**src/cbsd_pkg.sv**
```systemverilog
// Types, constants and register write codes of the cartridge bank switch decoder.
package cbsd_pkg;

   localparam int PRG_SLOTS    = 4;
   localparam int CHR_SLOTS    = 8;
   localparam int PRG_BANK_W   = 10;
   localparam int CHR_BANK_W   = 11;
   localparam int ADDR_W       = 16;
   localparam int DATA_W       = 8;
   localparam int ROM_ADDR_W   = 23;
   localparam int CSR_INDEX_W  = 2;
   localparam int CSR_DATA_W   = 11;
   localparam int PRG_SEL_W    = $clog2(PRG_SLOTS);
   localparam int CHR_SEL_W    = $clog2(CHR_SLOTS);

   typedef logic [PRG_BANK_W-1:0] prg_bank_type;
   typedef logic [CHR_BANK_W-1:0] chr_bank_type;

   typedef enum logic [1:0] {
      OP_WRITE = 2'd0,
      OP_PRG   = 2'd1,
      OP_CHR   = 2'd2
   } op_type;

   localparam logic [CSR_INDEX_W-1:0] CSR_PRG_MASK = 2'd0;
   localparam logic [CSR_INDEX_W-1:0] CSR_CHR_MASK = 2'd1;

   // Bank register write addresses, exact match.
   localparam logic [ADDR_W-1:0] WR_PRG_32K    = 16'h8032;
   localparam logic [ADDR_W-1:0] WR_PRG_16K_LO = 16'h8416;
   localparam logic [ADDR_W-1:0] WR_PRG_16K_HI = 16'h8616;
   localparam logic [ADDR_W-1:0] WR_PRG_8K_0   = 16'h8408;
   localparam logic [ADDR_W-1:0] WR_PRG_8K_1   = 16'h8508;
   localparam logic [ADDR_W-1:0] WR_PRG_8K_2   = 16'h8608;
   localparam logic [ADDR_W-1:0] WR_PRG_8K_3   = 16'h8708;
   localparam logic [ADDR_W-1:0] WR_CHR_8K     = 16'h9008;
   localparam logic [ADDR_W-1:0] WR_CHR_4K_LO  = 16'h9004;
   localparam logic [ADDR_W-1:0] WR_CHR_4K_HI  = 16'h9404;
   // Single 1K pattern slots: 0x9001 + 0x100*n.
   localparam logic [ADDR_W-1:0] WR_CHR_1K_BASE = 16'h9001;
   localparam logic [ADDR_W-1:0] WR_CHR_1K_MASK = 16'hF8FF;

   // Bank table write beat handed from the pipeline to the slot table.
   typedef struct packed {
      logic              en;
      logic [ADDR_W-1:0] address;
      logic [DATA_W-1:0] data;
   } bank_wr_type;

endpackage

```
**src/cbsd_channels.sv**
```systemverilog
// Handshake channel interfaces of the cartridge bank switch decoder.
interface cbsd_req_if import cbsd_pkg::*; ();
   logic              valid;
   logic              ready;
   logic [1:0]        operation;
   logic [ADDR_W-1:0] address;
   logic [DATA_W-1:0] data;
   modport source (output valid, operation, address, data, input ready);
   modport sink   (input valid, operation, address, data, output ready);
endinterface

interface cbsd_rsp_if import cbsd_pkg::*; ();
   logic                  valid;
   logic                  ready;
   logic [ROM_ADDR_W-1:0] rom_address;
   logic                  mapped;
   modport source (output valid, rom_address, mapped, input ready);
   modport sink   (input valid, rom_address, mapped, output ready);
endinterface

interface cbsd_csr_if import cbsd_pkg::*; ();
   logic                   valid;
   logic                   ready;
   logic [CSR_INDEX_W-1:0] index;
   logic [CSR_DATA_W-1:0]  wdata;
   modport source (output valid, index, wdata, input ready);
   modport sink   (input valid, index, wdata, output ready);
endinterface

```
**src/cbsd_bank_table.sv**
```systemverilog
// Program and pattern slot bank table with write address decode.
module cbsd_bank_table import cbsd_pkg::*; (
   input  logic         clock,
   input  logic         reset,
   input  bank_wr_type  wr,
   output prg_bank_type prg_slot [PRG_SLOTS],
   output chr_bank_type chr_slot [CHR_SLOTS]
);

   prg_bank_type prg_ff [PRG_SLOTS];
   prg_bank_type prg_in [PRG_SLOTS];
   chr_bank_type chr_ff [CHR_SLOTS];
   chr_bank_type chr_in [CHR_SLOTS];

   always_comb begin
      prg_in = prg_ff;
      chr_in = chr_ff;
      if (wr.en) begin
         case (wr.address)
            WR_PRG_32K: begin
               for (int i = 0; i < PRG_SLOTS; i++)
                  prg_in[i] = {wr.data, PRG_SEL_W'(i)};
            end
            WR_PRG_16K_LO: begin
               for (int i = 0; i < 2; i++)
                  prg_in[i] = {1'b0, wr.data, 1'(i)};
            end
            WR_PRG_16K_HI: begin
               for (int i = 0; i < 2; i++)
                  prg_in[i+2] = {1'b0, wr.data, 1'(i)};
            end
            WR_PRG_8K_0: prg_in[0] = {2'b00, wr.data};
            WR_PRG_8K_1: prg_in[1] = {2'b00, wr.data};
            WR_PRG_8K_2: prg_in[2] = {2'b00, wr.data};
            WR_PRG_8K_3: prg_in[3] = {2'b00, wr.data};
            WR_CHR_8K: begin
               for (int i = 0; i < CHR_SLOTS; i++)
                  chr_in[i] = {wr.data, CHR_SEL_W'(i)};
            end
            WR_CHR_4K_LO: begin
               for (int i = 0; i < 4; i++)
                  chr_in[i] = {1'b0, wr.data, 2'(i)};
            end
            WR_CHR_4K_HI: begin
               for (int i = 0; i < 4; i++)
                  chr_in[i+4] = {1'b0, wr.data, 2'(i)};
            end
            default: begin
               // single 1K pattern slot, slot number in address bits 10:8
               if ((wr.address & WR_CHR_1K_MASK) == WR_CHR_1K_BASE)
                  chr_in[wr.address[8 +: CHR_SEL_W]] = {3'b000, wr.data};
            end
         endcase
      end
   end

   always_ff @(posedge clock) begin
      if (reset) begin
         for (int i = 0; i < PRG_SLOTS; i++)
            prg_ff[i] <= PRG_BANK_W'(i);
         for (int i = 0; i < CHR_SLOTS; i++)
            chr_ff[i] <= CHR_BANK_W'(i);
      end else begin
         prg_ff <= prg_in;
         chr_ff <= chr_in;
      end
   end

   assign prg_slot = prg_ff;
   assign chr_slot = chr_ff;

endmodule

```
**src/cartridge_bank_switch_decoder_core.sv**
```systemverilog
// Top level of the cartridge bank switch decoder: beat pipeline and address translation.
//
//   channel  | dir | beat carries                     | accepted when
//   ---------+-----+----------------------------------+----------------------------
//   req_bus  | in  | operation, address, data         | req_bus.valid & ready
//   rsp_bus  | out | rom_address, mapped              | rsp_bus.valid & ready
//   csr_bus  | in  | index (0 prg mask, 1 chr mask)   | csr_bus.valid & ready (=1)
//
// One result beat for every request beat; a request beat passes the request register
// and then the result register before its result is offered.
// Throughput is one beat per cycle while the result side drains; the slot table read
// and mask are combinational between the request register and the result register.
// Reset (synchronous) maps program slots to banks 0-3, pattern slots to 0-7,
// and sets both masks to all ones.
// A stalled rsp holds its beat; the request register keeps accepting as long as
// the result register drains or is empty.
module cartridge_bank_switch_decoder_core import cbsd_pkg::*; (
   input logic          clock,
   input logic          reset,
   cbsd_req_if.sink     req_bus,
   cbsd_rsp_if.source   rsp_bus,
   cbsd_csr_if.sink     csr_bus
);

   // request stage
   logic              s1_valid_ff, s1_valid_in;
   logic [1:0]        s1_op_ff;
   logic [ADDR_W-1:0] s1_addr_ff;
   logic [DATA_W-1:0] s1_data_ff;

   // result stage
   logic                  rsp_valid_ff, rsp_valid_in;
   logic [ROM_ADDR_W-1:0] rom_ff, rom_in;
   logic                  mapped_ff, mapped_in;

   // size masks
   prg_bank_type prg_mask_ff, prg_mask_in;
   chr_bank_type chr_mask_ff, chr_mask_in;

   logic        s2_load;
   logic        s1_adv;
   logic        req_accept;
   op_type      s1_op;
   bank_wr_type table_wr;
   prg_bank_type prg_slot [PRG_SLOTS];
   chr_bank_type chr_slot [CHR_SLOTS];
   prg_bank_type prg_bank;
   chr_bank_type chr_bank;

   // Load the result register whenever it is empty or being drained.
   assign s2_load        = !rsp_valid_ff || rsp_bus.ready;
   assign s1_adv         = s1_valid_ff && s2_load;
   assign req_bus.ready  = !s1_valid_ff || s2_load;
   assign req_accept     = req_bus.valid && req_bus.ready;
   assign s1_op          = op_type'(s1_op_ff);

   assign s1_valid_in  = req_accept ? 1'b1 : (s1_adv ? 1'b0 : s1_valid_ff);
   assign rsp_valid_in = s2_load ? s1_valid_ff : rsp_valid_ff;

   // Commit register writes as the beat leaves the request stage, in beat order.
   always_comb begin
      table_wr.en      = s1_adv && (s1_op == OP_WRITE);
      table_wr.address = s1_addr_ff;
      table_wr.data    = s1_data_ff;
   end

   cbsd_bank_table u_table (
      .clock    (clock),
      .reset    (reset),
      .wr       (table_wr),
      .prg_slot (prg_slot),
      .chr_slot (chr_slot)
   );

   // Translate: pick the slot by the window bits, mask by the ROM size.
   always_comb begin
      prg_bank  = prg_slot[s1_addr_ff[13 +: PRG_SEL_W]] & prg_mask_ff;
      chr_bank  = chr_slot[s1_addr_ff[10 +: CHR_SEL_W]] & chr_mask_ff;
      rom_in    = '0;
      mapped_in = 1'b0;
      case (s1_op)
         OP_PRG: begin
            if (s1_addr_ff[15]) begin
               rom_in    = {prg_bank, s1_addr_ff[12:0]};
               mapped_in = 1'b1;
            end
         end
         OP_CHR: begin
            if (s1_addr_ff[15:13] == 3'b000) begin
               rom_in    = {2'b00, chr_bank, s1_addr_ff[9:0]};
               mapped_in = 1'b1;
            end
         end
         default: begin
            // register writes and the unused code answer unmapped
            rom_in    = '0;
            mapped_in = 1'b0;
         end
      endcase
   end

   // Configuration: always ready, drop writes to indexes beyond the list.
   assign csr_bus.ready = 1'b1;
   always_comb begin
      prg_mask_in = prg_mask_ff;
      chr_mask_in = chr_mask_ff;
      if (csr_bus.valid) begin
         case (csr_bus.index)
            CSR_PRG_MASK: prg_mask_in = csr_bus.wdata[PRG_BANK_W-1:0];
            CSR_CHR_MASK: chr_mask_in = csr_bus.wdata[CHR_BANK_W-1:0];
            default: begin
               prg_mask_in = prg_mask_ff;
               chr_mask_in = chr_mask_ff;
            end
         endcase
      end
   end

   always_ff @(posedge clock) begin
      if (reset) begin
         s1_valid_ff  <= 1'b0;
         rsp_valid_ff <= 1'b0;
         prg_mask_ff  <= '1;
         chr_mask_ff  <= '1;
      end else begin
         s1_valid_ff  <= s1_valid_in;
         rsp_valid_ff <= rsp_valid_in;
         prg_mask_ff  <= prg_mask_in;
         chr_mask_ff  <= chr_mask_in;
      end
   end

   // Payload registers: capture on accept or load, hold otherwise.
   always_ff @(posedge clock) begin
      if (req_accept) begin
         s1_op_ff   <= req_bus.operation;
         s1_addr_ff <= req_bus.address;
         s1_data_ff <= req_bus.data;
      end
      if (s2_load) begin
         rom_ff    <= rom_in;
         mapped_ff <= mapped_in;
      end
   end

   assign rsp_bus.valid       = rsp_valid_ff;
   assign rsp_bus.rom_address = rom_ff;
   assign rsp_bus.mapped      = mapped_ff;

endmodule

```
**src/flat_wrapper.sv**
```systemverilog
// flat-port wrapper written by rule: the top's interface ports become plain ports
module cartridge_bank_switch_decoder_core_flat import cbsd_pkg::*;
  (clock, reset, req_bus_valid, req_bus_operation, req_bus_address, req_bus_data, req_bus_ready, rsp_bus_valid, rsp_bus_rom_address, rsp_bus_mapped, rsp_bus_ready, csr_bus_valid, csr_bus_index, csr_bus_wdata, csr_bus_ready);
  cbsd_req_if req_bus_i ();
  cbsd_rsp_if rsp_bus_i ();
  cbsd_csr_if csr_bus_i ();
  input logic clock;
  input logic reset;
  input wire logic [$bits(req_bus_i.valid)-1:0] req_bus_valid;
  input wire logic [$bits(req_bus_i.operation)-1:0] req_bus_operation;
  input wire logic [$bits(req_bus_i.address)-1:0] req_bus_address;
  input wire logic [$bits(req_bus_i.data)-1:0] req_bus_data;
  output wire logic [$bits(req_bus_i.ready)-1:0] req_bus_ready;
  output wire logic [$bits(rsp_bus_i.valid)-1:0] rsp_bus_valid;
  output wire logic [$bits(rsp_bus_i.rom_address)-1:0] rsp_bus_rom_address;
  output wire logic [$bits(rsp_bus_i.mapped)-1:0] rsp_bus_mapped;
  input wire logic [$bits(rsp_bus_i.ready)-1:0] rsp_bus_ready;
  input wire logic [$bits(csr_bus_i.valid)-1:0] csr_bus_valid;
  input wire logic [$bits(csr_bus_i.index)-1:0] csr_bus_index;
  input wire logic [$bits(csr_bus_i.wdata)-1:0] csr_bus_wdata;
  output wire logic [$bits(csr_bus_i.ready)-1:0] csr_bus_ready;
  assign req_bus_i.valid = req_bus_valid;
  assign req_bus_i.operation = req_bus_operation;
  assign req_bus_i.address = req_bus_address;
  assign req_bus_i.data = req_bus_data;
  assign req_bus_ready = req_bus_i.ready;
  assign rsp_bus_valid = rsp_bus_i.valid;
  assign rsp_bus_rom_address = rsp_bus_i.rom_address;
  assign rsp_bus_mapped = rsp_bus_i.mapped;
  assign rsp_bus_i.ready = rsp_bus_ready;
  assign csr_bus_i.valid = csr_bus_valid;
  assign csr_bus_i.index = csr_bus_index;
  assign csr_bus_i.wdata = csr_bus_wdata;
  assign csr_bus_ready = csr_bus_i.ready;
  cartridge_bank_switch_decoder_core u_core (.clock(clock), .reset(reset), .req_bus(req_bus_i), .rsp_bus(rsp_bus_i), .csr_bus(csr_bus_i));
endmodule
```
**config.mk**
```make
export PLATFORM = sky130hd
export DESIGN_NAME = cartridge_bank_switch_decoder_core_flat
export DESIGN_NICKNAME = d
export VERILOG_FILES = /design/src/cbsd_pkg.sv /design/src/cbsd_channels.sv /design/src/cbsd_bank_table.sv /design/src/cartridge_bank_switch_decoder_core.sv /design/src/flat_wrapper.sv
export SDC_FILE = /design/constraint.sdc
export NUM_CORES = 1
export LEC_CHECK = 0
export CORE_MARGIN = 2
export CORE_UTILIZATION = 69
export DETAILED_ROUTE_END_ITERATION = 10
export DONT_BUFFER_PORTS = 1
export PLACE_DENSITY = 0.92
export SKIP_CTS_REPAIR_TIMING = 1
export SYNTH_ARGS = -nofsm -noshare
export SYNTH_HDL_FRONTEND = slang
export SYNTH_HIERARCHICAL = 1
export SYNTH_SLANG_ARGS = --single-unit
```
**constraint.sdc**
```tcl
create_clock -name clock -period 6.7 [get_ports clock]
set_clock_uncertainty 0.2 [all_clocks]
set_input_delay 0.67 -clock clock [delete_from_list [all_inputs] [get_ports clock]]
set_output_delay 0.67 -clock clock [all_outputs]
set_load 0.05 [all_outputs]
```
==> flow_summary.yaml <==
pwr:
  p_comb_share_pct: 3.7
  p_int_uw: 2130
  cellLeakagePower_uw: 0.00397
  max-vdd-ir-drop_mv: 0.229
  p_sw_uw: 626
  swShare_pct: 22.7
  p_clk_share_pct: 47.6
  pwr-share-seq_pct: 48.7
  pwr_density_cell_nw_per_um2: 266
floorplan:
  core_area_um2: 13800
  dieArea_um2: 15000
  fp-row-count: 43
  start_util_pct: 70.1
  pin_count: 71
  die_h_um: 123
  die_w_um: 123
synth:
  syn_avg_cell_area_um2: 9.71
  yosysSeqAreaShare_pct: 46.7
  postSynth.asyncResetShare_pct: 0
  synth_flop_cell: "dfxtp_1"
  ys_types: 77
  synth_edf_count: 50
  synth.ff_latch_count: 201
  netlist_instances: 999
  synth_warnings: 6
  syn-num-nets: 1046
  synth_area_um2: 9700
run:
  maxCapViolCount: 0
timing:
  hold_ws_ps: 56.0
  report.final.hold_viol_count: 0
  rsz0062_at_grt: "false"
  relSlewSlack_pct: 9.69
  finalMaxSlewViolations: 0
  setup-tns-final_ps: 0
  fmax_mhz: 256
  finalSetupViolCount: 0
  fin_crit_ps: 3900
  worst_pin_slew_ps: 1350
  fin_crit_sh_pct: 58.3
critical_path:
  reg2reg_from: "u_core/s1_addr_ff[13]"
  cp-end-kind: "register"
  path_max_fanout: 15
  crit_type: "reg -> reg"
  worstPathArrival_ps: 4090
  required_ps: 6890
  reg2regPathDepth: 6
  worstSetupStartpointType: "register"
  reg2reg_slack_ps: 2800
hold_path:
  hold_path_end: "u_core/s1_addr_ff[9]"
  worstHoldStart: "req_bus_address[9]"
  whs_path_depth: 0
  hold_path_class: "in -> reg"
grt:
  top_usage_layer: "met2"
  grt_pass1_wl_mm: 42.1
  met2_usage_pct: 56.9
  gr-usage-met3_pct: 9.76
  grtUsageTotal_pct: 36.5
  grt-ovfl-total: 0
  grt_max_degree: 127
  antenna_found_initial: 0
  grt_use_met1_pct: 45.1
  grt_pass1_vias: 7898
clock_tree:
  cts.sink_count: 201
  htreeDepth: 1
  cts_tree: "done"
  clock_path_buffers: 3
  cts_inserted_buffers: 21
  worstSkewPairLatency_ps: 510
  path_clk_slew_ps: 60
  root_buffer: "clkbuf_16"
layout:
  antenna_cells: 0
  nets: 997
  areaGrowthSynthToFinish_pct: 6.84
  drive_gt1_share_pct: 9.53
  fillers: 886
drt:
  initialDrtViolationCount: 1495
  antenna_left: 0
  num_vias: 8291
  wl_per_cell_um: 23.9
  drcViolationCount: 0
  first_pass_iters: 7
  via_per_inst: 7.24
  wirelength_mm: 27.3
place:
  dp_hpwl_mm: 17.4
  port_buffers: 0
  gp_congestion: 0.955
run_status:
  outcome: "completed"
==> how the worst max path moves through the flow <==
stage,end,depth (start not counted),from,slack (ps)
final,register,6,u_core/s1_addr_ff[13],2800
after global routing,register,6,u_core/s1_addr_ff[13],2630
after CTS,register,6,u_core/s1_addr_ff[13],2970
after detailed placement,register,6,u_core/s1_addr_ff[13],3070
after global placement,register,6,u_core/s1_addr_ff[13],3150
after floorplan,u_core/u_table/chr_slot[87],7,rsp_bus_ready,3910
==> power groups by stage <==
stage	Sequential, µW	Combinational, µW	Clock [µW]
floorplan	1330	106	0
global placement	1360	94.5	0
detailed placement	1370	97.4	0
CTS	1340	98.4	1320
global route	1340	108	1370
finish	1340	102	1310
==> final cells by class <==
cell class / instances / area, µm² / share of cell area [%]
Inverter: 13 / 48.8 / 0.471
Multi-Input combinational cell: 705 / 4700 / 45.4
Timing Repair Buffer: 8 / 60.1 / 0.580
Clock buffer: 27 / 632 / 6.10
Sequential cell: 201 / 4520 / 43.7
Clock inverter: 11 / 169 / 1.63
Tap cell: 180 / 225 / 2.17
==> metal layers <==
layer  wire, µm  share of wire (%)
met4       2100                7.7
met2      12200                 45
met3       3250                 12
met5          0                  0
met1       9750                 36
==> kinds of logic (layout without fill, tap and decap cells) <==
kind of cell	count (synthesis)	after routing	synth area share (%)
and+or+nand+nor	391	391	20.1
AOI/OAI and AO/OA	250	250	18.5
DFF	201	201	46.7
buffers and inverters	93	59	4.92
muxes	59	59	9.26
adders and majority gates	3	3	0.387
other	1	1	0.0387
xor gates and xnor gates	1	1	0.0903
==> placed cells by master (no fill, tap or decap), types with 10 or more instances in the layout <==
cell	instances
a211o_1	16
a211oi_1	22
a21o_1	12
a21oi_1	49
a22oi_1	34
a311oi_1	10
and2_1	16
clkbuf_16	24
dfxtp_1	151
edfxtp_1	50
inv_1	13
mux2_2	12
mux2i_1	26
mux4_2	13
nand2_1	135
nand3_1	23
nand3b_1	15
nor2_1	100
nor2b_1	25
nor3_1	16
o21ai_0	31
==> cell usage after synthesis (all sizes together) (4+ instances only) <==
cell,instances,share of area [%]
a211o,16,1.4
a211oi,22,1.7
a21o,12,0.93
a21oi,49,2.5
a221oi,5,0.45
a22o,8,0.72
a22oi,34,2.6
a311oi,10,0.90
a31o,6,0.54
a31oi,5,0.32
a32oi,4,0.36
and2,16,1.0
and3,5,0.32
buf,35,2.7
clkbuf,45,1.8
dfxtp,151,31
edfxtp,50,15
inv,13,0.50
mux2,12,1.4
mux2i,26,2.7
mux4,21,5.2
nand2,136,5.3
nand2b,6,0.39
nand3,23,1.2
nand3b,15,1.2
nand4,5,0.32
nor2,102,4.0
nor2b,25,1.6
nor3,16,0.83
nor3b,6,0.52
nor4,10,0.93
o2111ai,6,0.54
o211a,6,0.62
o21a,4,0.31
o21ai,38,2.1
o41ai,10,1.1
or4,4,0.35
or4b,4,0.41
==> worst max-delay path: stages, from the launching register on <==
cell	delay, ps
edfxtp_1	730
or4bb_1	810
nor4_4	640
nor3b_1	200
o21ai_1	760
mux2i_1	340
nor2_1	100
==> through the flow <==
stage               worst slack, ps  power [µW]  utilization (%)  std cells  area, µm²
floorplan                      3910        1440                -        999       9700
global placement               3150        1460             69.1       1107       9560
detailed placement             3070        1460             69.1       1107       9560
CTS                            2970        2760             74.9       1145      10400
global route                   2630        2820             74.9       1145      10400
finish                         2800        2760             74.9       1145      10400
(Power assumes the default switching activity.)
